### src/hdl/fba_map_mem.sv
// Bitmap word memory: one write port, one registered read port.
module fba_map_mem #(
  parameter int unsigned DEPTH  = 128,
  parameter int unsigned WIDTH  = 32,
  parameter int unsigned ADDR_W = 7
) (
  input  logic              clk_i,
  input  logic              wr_en_i,
  input  logic [ADDR_W-1:0] wr_addr_i,
  input  logic [WIDTH-1:0]  wr_data_i,
  input  logic              rd_en_i,
  input  logic [ADDR_W-1:0] rd_addr_i,
  output logic [WIDTH-1:0]  rd_data_o
);

  logic [WIDTH-1:0] mem_q [DEPTH];
  logic [WIDTH-1:0] rd_data_q;

  // Write one word
  always_ff @(posedge clk_i) begin
    if (wr_en_i) begin
      mem_q[wr_addr_i] <= wr_data_i;
    end
  end

  // Register the read word
  always_ff @(posedge clk_i) begin
    if (rd_en_i) begin
      rd_data_q <= mem_q[rd_addr_i];
    end
  end

  assign rd_data_o = rd_data_q;

endmodule

### config.mk
export PLATFORM = sky130hd
export DESIGN_NAME = fba_map_mem
export DESIGN_NICKNAME = d
export VERILOG_FILES = /design/src/hdl/fba_map_mem.sv
export SDC_FILE = /design/constraint.sdc
export NUM_CORES = 2
export LEC_CHECK = 0
export BUFFER_PORTS_ARGS = -buffer_cell sky130_fd_sc_hd__buf_2
export CAP_MARGIN = 20
export CORE_MARGIN = 3
export CORE_UTILIZATION = 55
export CTS_CLUSTER_DIAMETER = 100
export DETAILED_ROUTE_END_ITERATION = 16
export HOLD_SLACK_MARGIN = 0.05
export PLACE_DENSITY = 0.72
export RECOVER_POWER = 25
export SLEW_MARGIN = 15
export SYNTH_ARGS = -nofsm -noshare
export SYNTH_HDL_FRONTEND = slang
export SYNTH_SLANG_ARGS = --single-unit
### constraint.sdc
create_clock -name clk_i -period 4.8 [get_ports clk_i]
set_input_delay 0.48 -clock clk_i [delete_from_list [all_inputs] [get_ports clk_i]]
set_output_delay 0.48 -clock clk_i [all_outputs]
set_load 0.02 [all_outputs]
**After elaboration in Yosys (flattened, before gate mapping)**

Memories as Yosys holds them, arrays and structs flattened. A register that Yosys moved wholly into a read port is not among the register bits.
Cells that the tools add are included.

- Multiplexer cells: 2

Operator list:

| cell | count |
|---|---|
| $mux 1 | 2 |

- Memories kept: 1
- Bits of input ports: 49
- Register bits after elaboration: 0
- Logic and storage cells: 3
- Bits in writable memories: 4096

Memory list:

| name | depth | width | read ports | clocked after memory_dff | wr ports | line | source |
|---|---|---|---|---|---|---|---|
| mem_q | 128 | 32 | 1 | 1 | 1 | 16 | `logic [WIDTH-1:0] mem_q [DEPTH];` |

**Depth between registers and ports, before layout**

- Depth in word-level cells: 2
- Depth in mapped cells: 8
- Mapped depth without buffers: 4

**Worst setup path before layout**

No wires, ideal clock.

- Path type: input -> register
- Start point: input port wr_en_i
- End point: memory mem_q[98][0], enable pin
- Library setup time: 0.461 ns
- Required time: 4.339 ns
- Setup slack: 1.081 ns
- Stages: 3
- Data arrival time: 3.258 ns
- Cells stage by stage: clkbuf_1 > nand4_1 > nor3_1

- Word-level cells in the longest chain between the ends: 2

RTL lines:

| element | line | source |
|---|---|---|
| start: declaration | 8 | `input logic wr_en_i,` |
| $mux 1 | 21 | `if (wr_en_i) begin` |
| $mux 1 (not written as such) | 22 | `mem_q[wr_addr_i] <= wr_data_i;` |
| end: declaration | 16 |  |

No other way between the ends.

**Worst setup path after layout**

- Start point: input port wr_data_i[26]
- End point: memory mem_q[32][26], data pin

RTL lines:

| element | line | source |
|---|---|---|
| start: declaration | 10 | `input logic [WIDTH-1:0] wr_data_i,` |

No word-level cell before the write port.

==> run summary <==
outcome: finished, violations left
violated checks: max-capacitance violations, max-slew violations
most frequent cells in the layout: edfxtp_1 (4128), mux4_2 (1344), clkbuf_16 (404)
final worst slack: 857 ps
IO buf count: 80
Placed Area: 165000 um^2
Max Buffers Root-to-Sink: 4
cts hold-fix bufs: 2
CP Cell Sequence: clkbuf_1 -> buf_4
vias in the first global route: 73000
grt total ovfl: 0
gp weighted congestion: 0.830
Die Wd: 540 um
Max Cap Violations: 33
Max Freq: 254 MHz
Syn-to-layout area delta: 13.5%
antenna violations before repair: 60
first-pass GRT wire length: 586000 um
Critical Path Sink Type: flop
Cell Rows: 195
CP top delay family: buffers and inverters
post-DR vias/cell: 6.87
relative slew slack: -218%
Hold Vio Cnt, Final: 0
crit path DAT: 4550 ps
Cell Pwr Density: 424 nW/um^2
Post-DRT Antenna Nets: 0
crit path time final: 3940 ps
R2R Setup Slk: 1900 ps
cts repair resizes: 0
via count: 72800
crit path max fanout: 81
routed len/inst: 39.9 um
Min-Delay Path Class: in -> reg
post-CTS setup buffer count: 0
synth unique cells: 16
CTS tree: built
Syn Inst Count: 5990
Detailed Route WL: 423000 um
worst-skew pair later-pin latency: 930 ps
Die Y: 540 um
Max IR drop VDD: 0.496 mV
sequential cell area fraction in the yosys report: 79.2%
# DRC: 0
CORE AREA: 283000 um^2
die footprint: 291000 um^2
Util after Layout: 62.9%
worst endpoint required time: 5410 ps
CTS sink cnt: 4128
final net count: 6525
RSZ-0062 raised after global routing: no
Clock transition at path regs: 60 ps
CTS root buffer: clkbuf_16
hpwl dp: 235000 um
measured slew at the worst slew-check pin: 4780 ps
Clock Skews: 67.1 ps
post-route cell area: 178000 um^2
# H-tree levels: 5
Slowest cell on crit path: clkbuf_1
CTS Buf Count: 400
period utilization: 82.1%
layout cells sized above 1: 36.0%
initial detailed-routing violation count: 12500
Final Setup Violations: 0
Initial Util: 55.4%
slowest stage delay, CP: 3110 ps
most common cell after layout, fill and taps aside: edfxtp_1
Max Slew Vio Count: 2120
Setup WS pre-CTS: 496 ps
largest net degree at the start of global routing: 98
buffer and inverter count on the worst path: 2
I/O pin total: 81
total power: 0.0754 W
gr usage total: 29.2%
router iterations before antenna repair: 6
Avg Inst Size Synth: 26.1 um^2
CP Launch Type: input port
critical setup path kind: in -> reg
synthesized area: 157000 um^2
Mapped Nets: 6039
TNS Setup: 0 ps
synthesis warning total: 0
Static Leak: 54.5 nW
register bit total from synthesis: 4128
==> routing by layer <==
layer	GRT usage, %	up-vias	wire (um)
met2	45.4	5336	203000
met5	0	-	406
li1	-	27400	-
met1	39.6	39100	143000
met3	7.20	845	52900
met4	13.6	36	23600
==> sequential cells by signal, summed over array words and instances (netlist names) <==
signal	flops
mem_q	4096
rd_data_o	32
==> synthesized netlist by cell type <==
cell type  count  area share [%]
nor2_1       122            0.29
nand3_1       12           0.038
buf_2         79            0.25
edfxtp_1    4128              79
mux4_2      1344              19
nor3_1         9           0.029
or3_1          1          0.0040
clkbuf_1     182            0.44
nand2b_1       2          0.0080
buf_1         50            0.12
mux2_2        32            0.23
buf_4          3           0.014
nor2b_1        7           0.028
nand4_1        3           0.012
buf_6          2           0.014
nand2_1       14           0.034
==> cell families (layout without fill, tap and decap cells) <==
| group | count (synthesis) | after routing | share of synthesized area, % |
|---|---|---|---|
| other | 0 | 45 | 0 |
| flip-flops | 4128 | 4128 | 79.2 |
| multiplexers | 1376 | 1376 | 19.6 |
| buffers and inverters | 316 | 1134 | 0.837 |
| AND/OR/NAND/NOR | 170 | 170 | 0.445 |
==> power breakdown <==
part | internal, W | switching (W)
clock | 0.0180 | 0.0134
sequential | 0.0399 | 0.000108
combinational | 0.00148 | 0.00249
total | 0.0594 | 0.0160
==> through the flow <==
| stage | hold WS, ps | instances |
|---|---|---|
| final | 451 | 10600 |
| after floorplan | 579 | 5990 |
| after detailed placement | 971 | 9814 |
| after global routing | 410 | 10600 |
| after CTS | 58.9 | 10600 |
| after global placement | 973 | 9814 |
==> path summary, 6_finish.rpt <==
path                                      end  cells past startpoint      startpoint
worst max-delay path            mem_q[32][26]                      2   wr_data_i[26]
worst max register to register  rd_data_o[23]                      4  mem_q[120][23]
worst min register to register  rd_data_o[19]                      4  mem_q[118][19]
worst min-delay path            mem_q[99][30]                      4    wr_addr_i[2]
==> cell type report <==
class                   count  area, um^2
flip-flops and latches   4128      124000
fillers                 17700      105000
multi-input cells        1546       32300
clock buffers             485       10400
well taps                3743        4680
repair buffers            400        3660
clock inverters           249        2660
diodes                     45         113
Note: power is estimated with default switching activity, not from simulation.
