File: src/hdl/fba_pkg.sv
// Shared types and codes for the frame bitmap allocator.
package fba_pkg;

  // Request codes
  localparam logic REQ_ALLOC = 1'b0;
  localparam logic REQ_FREE  = 1'b1;

  // Result status codes
  localparam logic [1:0] ST_DONE     = 2'd0;
  localparam logic [1:0] ST_NOCHANGE = 2'd1;
  localparam logic [1:0] ST_FULL     = 2'd2;

  // Port widths fixed by the interface
  localparam int unsigned FRAME_W = 12;
  localparam int unsigned COUNT_W = 13;

  // Frame count after reset
  localparam logic [COUNT_W-1:0] FC_RESET = 13'd4096;

  // Sequencer states
  typedef enum logic [2:0] {
    S_CLEAR,
    S_IDLE,
    S_SCAN,
    S_SETW,
    S_FREE_WR,
    S_DONE
  } state_e;

  // One result beat from the sequencer
  typedef struct packed {
    logic [FRAME_W-1:0] new_frame;
    logic               present_bit;
    logic               rw_bit;
    logic               user_bit;
    logic [1:0]         status;
  } res_t;

endpackage

File: src/hdl/fba_word_scan.sv
// Shared find-first-clear unit over one bitmap word, masked at the frame limit.
module fba_word_scan #(
  parameter int unsigned WORD_BITS = 32,
  parameter int unsigned BIT_W     = 5
) (
  input  logic [WORD_BITS-1:0] word_i,
  input  logic                 is_last_i,
  input  logic [BIT_W-1:0]     last_bit_i,
  output logic                 found_o,
  output logic [BIT_W-1:0]     bit_o
);

  // Lowest clear bit wins; in the last word only bits up to the limit count
  always_comb begin
    found_o = 1'b0;
    bit_o   = '0;
    for (int b = WORD_BITS - 1; b >= 0; b--) begin
      if (!word_i[b] && (!is_last_i || (BIT_W'(b) <= last_bit_i))) begin
        found_o = 1'b1;
        bit_o   = BIT_W'(b);
      end
    end
  end

endmodule

File: src/hdl/fba_seq.sv
// Sequencer: clearing pass, first-fit word scan, bit set and bit clear.
module fba_seq import fba_pkg::*; #(
  parameter int unsigned MAX_FRAMES = 4096,
  parameter int unsigned WORD_BITS  = 32,
  parameter int unsigned MAP_WORDS  = 128,
  parameter int unsigned ADDR_W     = 7,
  parameter int unsigned BIT_W      = 5,
  parameter int unsigned LIM_W      = 13
) (
  input  logic                 clk_i,
  input  logic                 rst_ni,
  input  logic [LIM_W-1:0]     limit_i,
  input  logic                 in_valid_i,
  output logic                 in_stall_o,
  input  logic                 req_type_i,
  input  logic [FRAME_W-1:0]   current_frame_i,
  input  logic                 kernel_only_i,
  input  logic                 writeable_i,
  output logic                 rd_en_o,
  output logic [ADDR_W-1:0]    rd_addr_o,
  input  logic [WORD_BITS-1:0] rd_data_i,
  output logic                 wr_en_o,
  output logic [ADDR_W-1:0]    wr_addr_o,
  output logic [WORD_BITS-1:0] wr_data_o,
  output logic                 res_valid_o,
  output res_t                 res_o,
  input  logic                 res_take_i
);

  state_e state_q, state_d;
  logic [ADDR_W-1:0]    clr_q, clr_d;
  logic [ADDR_W-1:0]    issue_q, issue_d;
  logic                 rd_vld_q, rd_vld_d;
  logic [ADDR_W-1:0]    rd_word_q, rd_word_d;
  logic [ADDR_W-1:0]    hit_word_q, hit_word_d;
  logic [BIT_W-1:0]     hit_bit_q, hit_bit_d;
  logic [WORD_BITS-1:0] hit_data_q, hit_data_d;
  logic                 kern_q, kern_d;
  logic                 wr_q, wr_d;
  res_t                 res_q, res_d;

  logic [LIM_W-1:0]  lim_m1;
  logic [ADDR_W-1:0] last_word;
  logic [BIT_W-1:0]  last_bit;
  logic              is_last;
  logic              found;
  logic [BIT_W-1:0]  found_bit;
  logic              accept;
  logic              in_range;
  logic [ADDR_W-1:0] cur_word;
  logic [BIT_W-1:0]  cur_bit;

  // Last frame inside the limit, split into word and bit
  assign lim_m1    = limit_i - LIM_W'(1);
  assign last_word = ADDR_W'(lim_m1 >> BIT_W);
  assign last_bit  = lim_m1[BIT_W-1:0];
  assign is_last   = (rd_word_q == last_word);

  // Frame of the request, split into word and bit
  assign in_range = (32'(current_frame_i) < MAX_FRAMES);
  assign cur_word = ADDR_W'(current_frame_i >> BIT_W);
  assign cur_bit  = current_frame_i[BIT_W-1:0];

  assign accept = in_valid_i && (state_q == S_IDLE);

  fba_word_scan #(
    .WORD_BITS (WORD_BITS),
    .BIT_W     (BIT_W)
  ) u_scan (
    .word_i     (rd_data_i),
    .is_last_i  (is_last),
    .last_bit_i (last_bit),
    .found_o    (found),
    .bit_o      (found_bit)
  );

  // Next state
  always_comb begin
    state_d = state_q;
    unique case (state_q)
      S_CLEAR: begin
        if (clr_q == ADDR_W'(MAP_WORDS - 1)) begin
          state_d = S_IDLE;
        end
      end
      S_IDLE: begin
        if (in_valid_i) begin
          if (req_type_i == REQ_ALLOC) begin
            if ((current_frame_i != '0) || (limit_i == '0)) begin
              state_d = S_DONE;
            end else begin
              state_d = S_SCAN;
            end
          end else begin
            if ((current_frame_i != '0) && in_range) begin
              state_d = S_FREE_WR;
            end else begin
              state_d = S_DONE;
            end
          end
        end
      end
      S_SCAN: begin
        if (rd_vld_q) begin
          if (found) begin
            state_d = S_SETW;
          end else if (is_last) begin
            state_d = S_DONE;
          end
        end
      end
      S_SETW:    state_d = S_DONE;
      S_FREE_WR: state_d = S_DONE;
      S_DONE: begin
        if (res_take_i) begin
          state_d = S_IDLE;
        end
      end
      default: state_d = S_IDLE;
    endcase
  end

  // Datapath and memory controls
  always_comb begin
    clr_d      = clr_q;
    issue_d    = issue_q;
    rd_vld_d   = 1'b0;
    rd_word_d  = rd_word_q;
    hit_word_d = hit_word_q;
    hit_bit_d  = hit_bit_q;
    hit_data_d = hit_data_q;
    kern_d     = kern_q;
    wr_d       = wr_q;
    res_d      = res_q;
    rd_en_o    = 1'b0;
    rd_addr_o  = issue_q;
    wr_en_o    = 1'b0;
    wr_addr_o  = hit_word_q;
    wr_data_o  = '0;
    unique case (state_q)
      S_CLEAR: begin
        // Zero one word a cycle
        wr_en_o   = 1'b1;
        wr_addr_o = clr_q;
        clr_d     = clr_q + ADDR_W'(1);
      end
      S_IDLE: begin
        res_d   = '0;
        issue_d = '0;
        if (accept) begin
          kern_d    = kernel_only_i;
          wr_d      = writeable_i;
          hit_word_d = cur_word;
          hit_bit_d  = cur_bit;
          if (req_type_i == REQ_ALLOC) begin
            if (current_frame_i != '0) begin
              res_d.new_frame = current_frame_i;
              res_d.status    = ST_NOCHANGE;
            end else if (limit_i == '0) begin
              res_d.status = ST_FULL;
            end
          end else begin
            if (current_frame_i == '0) begin
              res_d.status = ST_NOCHANGE;
            end else if (in_range) begin
              // Fetch the word that holds the frame
              rd_en_o   = 1'b1;
              rd_addr_o = cur_word;
            end
          end
        end
      end
      S_SCAN: begin
        // Issue the next word while checking the one returned
        if (issue_q <= last_word) begin
          rd_en_o  = 1'b1;
          issue_d  = issue_q + ADDR_W'(1);
          rd_vld_d = 1'b1;
          rd_word_d = issue_q;
        end
        if (rd_vld_q) begin
          if (found) begin
            hit_word_d = rd_word_q;
            hit_bit_d  = found_bit;
            hit_data_d = rd_data_i;
          end else if (is_last) begin
            res_d.status = ST_FULL;
          end
        end
      end
      S_SETW: begin
        // Mark the chosen frame used
        wr_en_o   = 1'b1;
        wr_data_o = hit_data_q | (WORD_BITS'(1) << hit_bit_q);
        res_d.new_frame   = FRAME_W'({hit_word_q, hit_bit_q});
        res_d.present_bit = 1'b1;
        res_d.rw_bit      = wr_q;
        res_d.user_bit    = !kern_q;
        res_d.status      = ST_DONE;
      end
      S_FREE_WR: begin
        // Clear the freed frame in the fetched word
        wr_en_o   = 1'b1;
        wr_data_o = rd_data_i & ~(WORD_BITS'(1) << hit_bit_q);
        res_d     = '0;
      end
      S_DONE: begin
      end
      default: begin
      end
    endcase
  end

  // Control registers
  always_ff @(posedge clk_i or negedge rst_ni) begin
    if (!rst_ni) begin
      state_q  <= S_CLEAR;
      clr_q    <= '0;
      issue_q  <= '0;
      rd_vld_q <= 1'b0;
    end else begin
      state_q  <= state_d;
      clr_q    <= clr_d;
      issue_q  <= issue_d;
      rd_vld_q <= rd_vld_d;
    end
  end

  // Payload registers
  always_ff @(posedge clk_i) begin
    rd_word_q  <= rd_word_d;
    hit_word_q <= hit_word_d;
    hit_bit_q  <= hit_bit_d;
    hit_data_q <= hit_data_d;
    kern_q     <= kern_d;
    wr_q       <= wr_d;
    res_q      <= res_d;
  end

  assign in_stall_o  = (state_q != S_IDLE);
  assign res_valid_o = (state_q == S_DONE);
  assign res_o       = res_q;

endmodule

File: config.mk
export PLATFORM = sky130hd
export DESIGN_NAME = fba_seq
export DESIGN_NICKNAME = d
export VERILOG_FILES = /design/src/hdl/fba_pkg.sv /design/src/hdl/fba_word_scan.sv /design/src/hdl/fba_seq.sv
export SDC_FILE = /design/constraint.sdc
export NUM_CORES = 1
export LEC_CHECK = 0
export BUFFER_PORTS_ARGS = -buffer_cell sky130_fd_sc_hd__buf_2
export CAP_MARGIN = 25
export CORE_UTILIZATION = 55
export DETAILED_ROUTE_END_ITERATION = 8
export MAX_ROUTING_LAYER = met4
export PLACE_DENSITY = 0.81
export REMOVE_ABC_BUFFERS = 1
export SKIP_CTS_REPAIR_TIMING = 1
export SLEW_MARGIN = 20
export SYNTH_ARGS = -nofsm -noshare
export SYNTH_HDL_FRONTEND = slang
export SYNTH_HIERARCHICAL = 1
export SYNTH_SLANG_ARGS = --single-unit
File: constraint.sdc
create_clock -name clk_i -period 7.78 [get_ports clk_i]
set_clock_uncertainty 0.1 [all_clocks]
set_input_delay 0.778 -clock clk_i [delete_from_list [all_inputs] [get_ports clk_i]]
set_output_delay 0.778 -clock clk_i [all_outputs]
set_load 0.03 [all_outputs]
[Word level (Yosys, flattened, before mapping)]
Index checks and enable logic that the tools add are counted.
Storage, ports and cells
  register bits after elaboration: 88
  latch bits: 0
  memory bits (writable): 0
  ROM bits: 0
  input bits: 64
  output and inout bits: 67
  logic and storage cells: 299
  memories kept: 0
Operators by class
  add/sub/neg operators: 3
  multiply operators: 0
  divide/modulo/power cells: 0
  magnitude comparators: 33
  equality and inequality tests: 18
  shifts and indexed selects: 1
  muxes and demuxes: 110
  bitwise operators: 3
  reduce and logical (&&, ||, !) cells: 116
Operator list (count)
  2-to-1 mux 5 bit: 35
  <= comparator 5 bit (first input constant): 16
  case mux 32 bit (2 select lines): 1
  2-to-1 mux 7 bit: 9
  case mux 15 bit (3 select lines): 1
  <= comparator 4 x 5 -> 1 bit (first input constant): 8
  2-to-1 mux 1 bit: 40
  2-to-1 mux 12 bit: 3
  zero test 1 bit: 34
  logical AND 1 bit: 33
  logical OR 1 bit: 33
  bitwise AND 32 bit: 1
  NOT 32 bit: 1
  OR 32 bit: 1
  << shifter 1 x 5 -> 32 bit (first input constant): 1
  case mux 7 bit (2 select lines): 2
  2-to-1 mux 3 bit: 8
  <= comparator 3 x 5 -> 1 bit (first input constant): 4
  case mux 3 bit (5 select lines): 1
  adder 7 x 1 -> 7 bit (second input constant): 2
  2-to-1 mux 2 bit: 7
  inequality test 2 bit (second input constant): 7
  zero test 13 bit: 1
  zero test 12 bit: 1
  25 further kinds: 34

[Depth between registers and ports, before layout]
Gate-level depths: netlist (run 1).
  depth in word-level cells: 40
  depth in mapped cells: 20

[By module]
The synthesis (run 1) kept the hierarchy.
By module, submodules not included
  fba_seq: instances 1, cells an instance 468, area each 4899.7 um^2
  fba_word_scan: instances 1, cells an instance 165, area each 996.0 um^2

[Worst setup path after synthesis (run 1)]
Ideal clock, no wire load.
  kind: input to register
  start point: input limit_i[0]
  end point: register hit_data_q[0], enable pin
  setup time: 0.404 ns
  arrival: 4.789 ns
  data required time: 7.276 ns
  setup slack: 2.486 ns
  cell stages on the path: 14
  cell sequence: inv_1 > ha_1 > or3b_2 > nor3_1 > xnor2_1 > nand3_1 > or3_4 > inv_1 > or3b_4 > a211o_1 > a211oi_4 > nand2b_2 > or4_1 > and3_1
On the way
  cells in the longest elaborated chain, start to end: 38
  elaborated cells between the ends (all ways): 132
Ends and longest elaborated chain
  from (decl): line fba_seq.sv:12  | input logic [LIM_W-1:0] limit_i,
  subtractor 12 x 1 -> 12 bit *: line fba_seq.sv:54  | assign lim_m1 = limit_i - LIM_W'(1);
  equality test 7 bit *: line fba_seq.sv:57  | assign is_last = (rd_word_q == last_word);
  via is_last: line fba_seq.sv:45  | logic is_last;
  zero test 1 bit *: line fba_word_scan.sv:18  | if (!word_i[b] && (!is_last_i || (BIT_W'(b) <= last_bit_i))) begin
  logical OR 1 bit: line fba_word_scan.sv:18
  logical AND 1 bit: line fba_word_scan.sv:18
  2-to-1 mux 1 bit (31 in series): line fba_word_scan.sv:18
  2-to-1 mux 1 bit *: line fba_word_scan.sv:18
  via found: line fba_seq.sv:46  | logic found;
  AND reduction 3 bit (no line) *
  to (signal assigned): line fba_seq.sv:234  | hit_data_q <= hit_data_d;
  to (decl): line fba_seq.sv:37  | logic [WORD_BITS-1:0] hit_data_q, hit_data_d;
Mark *: on every way through the listed nets, which the timed path passes. The rest lies on a longest branch.
A chain may end at the register's enable or synchronous reset.

[Final worst setup path (run 1)]
  start point: input limit_i[0]
  end point: register hit_data_q[0], enable pin
On the way
  elaborated cells between the ends (all ways): 132
RTL lines
  subtractor 12 x 1 -> 12 bit *: line fba_seq.sv:54
  via lim_m1[0]: line fba_seq.sv:42  | logic [LIM_W-1:0] lim_m1;
  <= comparator 5 bit: line fba_word_scan.sv:18
  logical OR 1 bit: line fba_word_scan.sv:18
  logical AND 1 bit: line fba_word_scan.sv:18
  2-to-1 mux 1 bit (31 in series): line fba_word_scan.sv:18
  2-to-1 mux 1 bit *: line fba_word_scan.sv:18
  via found: line fba_seq.sv:46
  AND reduction 3 bit (no line) *
Marks and branches as above.

==> results of run 1 <==
## kinds of logic after synthesis
family          share of synthesized area
compound gates                     0.2114
xor+xnor                          0.04350
fa+ha+maj                         0.02547
buf+inv                           0.03587
flops                              0.4329
mux                               0.04711
simple gates                       0.2037
## placed cells by master, fill, tap and decap left out, types with 4 or more instances in the layout
cell | netlist | layout
a211o_1 | 4 | 4
a211oi_1 | 6 | 6
a21o_1 | 4 | 4
a21oi_1 | 34 | 33
a22o_1 | 16 | 16
a31o_2 | 5 | 5
a31oi_1 | 8 | 8
and3_1 | 11 | 11
buf_2 | 4 | 130
buf_4 | 0 | 7
clkbuf_8 | 0 | 9
clkinv_1 | 2 | 4
dfrtp_1 | 18 | 18
edfxtp_1 | 70 | 70
ha_1 | 12 | 12
inv_1 | 20 | 20
mux2_2 | 22 | 22
nand2_1 | 73 | 73
nand2b_1 | 8 | 8
nand3_1 | 24 | 24
nand3b_1 | 7 | 7
nand4_1 | 9 | 9
nor2_1 | 38 | 38
nor2b_1 | 11 | 11
nor3_1 | 17 | 17
nor3b_1 | 6 | 5
nor4_1 | 10 | 10
o21a_1 | 6 | 6
o21ai_0 | 79 | 79
xnor2_1 | 12 | 12
xor2_1 | 12 | 12
## metrics by stage
stage	utilization	cells	power, mW
floorplan	-	602	1.318
global placement	0.6408	875	1.590
detailed placement	0.6408	875	1.611
CTS	0.6619	891	1.959
global route	0.6642	893	2.057
finish	0.6642	893	1.968
## critical path: cells and delay by family
kind,cells,cell delay [ns]
XOR/XNOR,1,0.17
adder cells (fa/ha/maj),1,0.26
buffers and inverters,4,1.20
AO/OA/AOI/OAI,2,0.63
AND/OR/NAND/NOR,8,3.33
## final cells by class
class,instances,share of cell area
clock buffers,9,0.01798
clock inverters,7,0.01381
inverters,22,0.01199
multi-input cells,492,0.4559
flip-flops and latches,88,0.3706
well taps,136,0.02470
repair buffers,139,0.1050
## sequential cells by signal (all words and copies together), names as in the netlist
name        flops
clr_q           7
hit_bit_q       5
hit_data_q     32
hit_word_q      7
issue_q         7
kern_q          1
rd_vld_q        1
rd_word_q       7
res_o          17
state_q         3
wr_q            1
## worst paths after layout
path	slack [ns]	depth (start not counted)	endpoint	startpoint
max reg2reg	2.73	12	hit_data_q[0]	rd_word_q[6]
max	1.37	16	hit_data_q[0]	limit_i[0]
max in group asynchronous	7.02	1	state_q[0]	rst_ni
min in group clk_i	0.40	1	clr_q[6]	clr_q[6]
min reg2reg	0.40	1	clr_q[6]	clr_q[6]
min	0.25	1	rd_vld_q	rst_ni
## cell usage after synthesis (all sizes together) (4+ instances only)
cell	count	share of area
nor2b	11	0.012
nor3	17	0.014
nor4	10	0.011
nand4	9	0.0095
nor2	38	0.024
dfrtp	18	0.076
inv	20	0.013
mux2	22	0.042
a21oi	34	0.029
a211oi	8	0.013
xor2	12	0.018
xnor2	12	0.018
ha	12	0.025
or3b	4	0.0064
buf	6	0.0059
edfxtp	70	0.36
nand3	24	0.020
o21ai	79	0.067
nand2b	9	0.010
a31o	5	0.0074
nor4b	4	0.0070
a31oi	8	0.0085
clkbuf	25	0.016
and3	11	0.012
o21a	6	0.0076
nand2	73	0.046
nor3b	6	0.0076
a21o	4	0.0051
a211o	4	0.0059
nand3b	7	0.0089
a22o	16	0.024
## power by group
part           internal [mW]  leakage [nW]  switching (mW)  total [mW]
clock                  0.182         0.106           0.166       0.348
combinational          0.279          1.78           0.623       0.903
sequential             0.623         0.891          0.0935       0.717
total                   1.08          2.78           0.883        1.97
## routing by layer
metal	track usage	share of wire	wire, microns	vias up
li1	-	-	-	2620
met1	0.4268	0.42	7202	2631
met2	0.4958	0.47	8082	330
met3	0.04082	0.083	1411	32
met4	0.1071	0.020	342	0
met5	-	0	0	-
==> impl_results.md, run 1 <==
- Final nets: 828
- Status: complete, no violations
- Max Cap Viol: 0
- Die area: 11140 sq um
- Hold Crit Class: in -> async
- Post-synth cell types: 69
- Design area: 6888 sq um
- Critical path required time: 7.76 ns
- Mean cell area of the mapped netlist: 9.314 sq um
- FF/Latch Area: 2552 sq um
- DR pass1 iterations: 7
- Number of global-route vias before repair: 5154
- Setup TNS: 0 ns
- GRT Total Usage: 0.3160
- Clock transition at the registers of the reported paths: 0.09 ns
- CTS H-tree depth: 3
- I/O pin cnt: 131
- CP cell instances: buf_2 -> inv_1 -> ha_1 -> or3b_2 -> nor3_1 -> xnor2_1 -> nand3_1 -> or3_4 -> inv_1 -> nor2b_1 -> o21ai_0 -> a21oi_1 -> nand3_1 -> or4_1 -> and3_1 -> buf_4
- Post-synthesis sequential area ratio: 0.4329
- Main synth FF type: edfxtp_1
- Arrival time worst endpoint: 6.39 ns
- Synth Cell Area: 5896 sq um
- Vias/cell: 6.286
- RSZ-0062 raised after global routing: false
- FF+latch count, synth: 88
- Share of layout cells above drive strength 1: 0.2589
- Ys async rst share: 0.2045
- Synthesized instance count: 633
- Crit start category: input pin
- Row Count: 37
- Post-route antenna net violation count: 0
- P_leak: 2.776 nW
- Number of synthesized flops with an enable pin: 70
- Wire per inst: 19.08 microns
- Initial Util: 0.5685
- Num CTS Buffers: 9
- Area taken by multi-input logic gates: 3141 sq um
- Final Worst Setup Slack: 1.369 ns
- Final hold vios: 0
- Dpl ws: 1.142 ns
- Final period util: 0.8240
- CP max stage cell: nor2b_1
- Minimum clock period: 6.411 ns
- IO Port Bufs: 130
- Maximum number of pins on one net before global-route repair: 37
- Die Ht: 105.5 microns
- Final Slew Violations: 0
- Relative slew slack: 0.3464
- Critical path class: in -> reg
- Placeable Area: 10370 sq um
- PD cells: 285.7 nW/um^2
- Die width: 105.5 microns
- Placed Area: 6645 sq um
- Initial antenna violation count: 0
- Final GP Congestion: 0.9135
- Least-Margin Pin Slew: 0.9784 ns
- Worst skew pair latency: 0.35 ns
- Slowest stage delay, CP: 0.75 ns
- CTS tree: yes
- Setup violators final: 0
- GR Overflow Total: 0
- Num Clock Sinks: 88
- Area Growth Syn to Fin: 16.83%
- WL final: 17040 microns
- DR vias: 5613
- Crit. End Element: register
- Fmax: 156.0 MHz
- Clock root buffer: clkbuf_8
- Worst VDD drop: 0.1736 mV
- Residual DRC count: 0
- CTS max path bufs: 2
- Worst hold slack: 0.2527 ns
- Worst Path Max Fanout: 23
- DR iter-0 viols: 588
- Diode count: 0
- Filler cell count: 829
- First-pass GRT wire length: 26450 microns
- Warnings from Yosys: 6
- Half-perimeter wire length after placement: 12850 microns
(Power assumes the default switching activity.)
==> run 2, diff against run 1 <==
==> constraint.sdc (replaced) <==
create_clock -name clk_i -period 6.12 [get_ports clk_i]
set_clock_uncertainty 0.1 [all_clocks]
set_input_delay 0.612 -clock clk_i [delete_from_list [all_inputs] [get_ports clk_i]]
set_output_delay 0.612 -clock clk_i [all_outputs]
set_load 0.03 [all_outputs]
==> impl_results.md, run 2 (synthesis gave the netlist of run 1 again) <==
- Num Clock Sinks: 88 (unchanged)
- Minimum clock period: 5.283 ns
- Fmax: 189.3 MHz
- CTS max path bufs: 2 (unchanged)
- IO Port Bufs: 130 (unchanged)
- I/O pin cnt: 131 (unchanged)
- Number of global-route vias before repair: 5245 (was 5154)
- Clock transition at the registers of the reported paths: 0.09 ns (about the same)
- Final Slew Violations: 0 (unchanged)
- Num CTS Buffers: 9 (unchanged)
- Initial Util: 0.5685 (unchanged)
- Crit. End Element: register (unchanged)
- Die area: 11140 sq um (unchanged)
- Commonest non-fill, non-tap cell in the layout: buf_2 (unchanged)
- Status: complete, no violations (unchanged)
- First-pass GRT wire length: 27020 microns (was 26450 microns)
- Vias/cell: 6.442 (was 6.286)
- P_leak: 2.783 nW (was 2.776 nW)
- DR vias: 5766 (was 5613)
- Area Growth Syn to Fin: 16.94% (was 16.83%)
- Setup TNS: 0 ns (unchanged)
- Residual DRC count: 0 (unchanged)
- WL final: 17070 microns (was 17040 microns)
- Max reg flops: 32 (unchanged)
- Max Cap Viol: 0 (unchanged)
- Post-route antenna net violation count: 0 (unchanged)
- Final nets: 830 (was 828)
- Placeable Area: 10370 sq um (unchanged)
- Initial antenna violation count: 0 (unchanged)
- Wire per inst: 19.07 microns (was 19.08 microns)
- Worst skew pair latency: 0.37 ns (was 0.35 ns)
- Arrival time worst endpoint: 5.28 ns (was 6.39 ns)
- CTS tree: yes (unchanged)
- Least-Margin Pin Slew: 1.071 ns (was 0.9784 ns)
- Die width: 105.5 microns (unchanged)
- GR Overflow Total: 0 (unchanged)
- Row Count: 37 (unchanged)
- Final period util: 0.8633
- DR iter-0 viols: 846 (was 588)
- GRT Total Usage: 0.3201 (was 0.3160)
- RSZ-0062 raised after global routing: false (unchanged)
- Share of layout cells above drive strength 1: 0.2622 (was 0.2589)
- Most frequent cells in the layout: buf_2, o21ai_0, nand2_1, edfxtp_1, nor2_1 (unchanged)
- Critical path required time: 6.12 ns (was 7.76 ns)
- Top reg by flops: hit_data_q (unchanged)
- Register-to-register setup slack: 1.61 ns (was 2.73 ns)
- Worst VDD drop: 0.2081 mV (was 0.1736 mV)
- Half-perimeter wire length after placement: 12900 microns (was 12850 microns)
- Clock root buffer: clkbuf_8 (unchanged)
- Diode count: 0 (unchanged)
- Filler cell count: 880 (was 829)
- Crit start category: input pin (unchanged)
- Final hold vios: 0 (unchanged)
- Die Ht: 105.5 microns (unchanged)
- Final GP Congestion: 0.9642 (was 0.9135)
- Setup violators final: 0 (unchanged)
- Relative slew slack: 0.2832 (was 0.3464)
- Hold Crit Class: in -> async (unchanged)
- DR pass1 iterations: 6 (was 7)
- CTS H-tree depth: 3 (unchanged)
- Utilization after layout: 0.6648 (was 0.6642)
- Critical path class: in -> reg (unchanged)
- PD cells: 358.6 nW/um^2 (was 285.7 nW/um^2)
- Maximum number of pins on one net before global-route repair: 37 (unchanged)
- Worst Path Max Fanout: 22 (was 23)
[run 2: cell types whose count changed in the layout (fill, tap and decap cells not counted), sizes merged]
cell and change:
bufinv -1, buf +3, clkinv +1, clkbuf -1
[run 2: worst max-delay path: stages]
cell	delay, ns
buf_2	0.12
inv_1	0.08
ha_1	0.17
or3b_2	0.51
nor3_1	0.36
xnor2_1	0.16
nand3_1	0.12
or3_4	0.42
inv_1	0.21
buf_4	0.25
nor2b_1	0.22
a211oi_1	0.16
nor4_1	0.51
nand3_1	0.16
or4_1	0.53
and3_1	0.37
buf_4	0.31
[run 2: per-layer routing]
| metal | wire, microns | track usage | up-vias |
|---|---|---|---|
| met3 | 1497 | 0.05133 | 52 |
| met4 | 500 | 0.1270 | 0 |
| met1 | 7030 | 0.4317 | 2730 |
| li1 | - | - | 2614 |
| met5 | 0 | - | - |
| met2 | 8041 | 0.4868 | 370 |
[run 2: cell type report]
class / instances / area [sq um] / share of cell area
sequential: 88 / 2552 / 0.3702
timing repair buffer: 141 / 753.2 / 0.1093
multi-input combinational: 492 / 3141 / 0.4555
inverter: 22 / 82.58 / 0.01198
clock inverter: 7 / 71.32 / 0.01034
tap: 136 / 170.2 / 0.02468
clock buffer: 9 / 123.9 / 0.01797
[run 2: worst paths after layout]
path / from / end / depth (start not counted)
min reg2reg: clr_q[5] / clr_q[5] / 1
min in group clk_i: writeable_i / wr_q / 1
max: limit_i[1] / hit_data_q[8] / 17
max reg2reg: rd_word_q[5] / hit_data_q[8] / 13
min: rst_ni / clr_q[0] / 1
max in group asynchronous: rst_ni / state_q[1] / 1
[run 2: per-stage QoR]
| step | setup WS (ns) | power (mW) | area [sq um] | hold slack (ns) | cells |
|---|---|---|---|---|---|
| after global placement | 0.6683 | 2.027 | 6668 | 0.3775 | 878 |
| after detailed placement | 0.5029 | 2.057 | 6668 | 0.3798 | 878 |
| after global routing | 0.5305 | 2.588 | 6894 | 0.09333 | 895 |
| after CTS | 0.8968 | 2.456 | 6863 | 0.08057 | 894 |
| final | 0.8367 | 2.472 | 6894 | 0.08192 | 895 |
| after floorplan | 0.5266 | 1.676 | 5767 | 0.2164 | 602 |
[run 2: power breakdown]
part	leakage, nW	total, mW	switching [mW]	internal (mW)
clock	0.0985	0.407	0.218	0.189
sequential	0.891	0.910	0.117	0.792
combinational	1.79	1.15	0.796	0.359
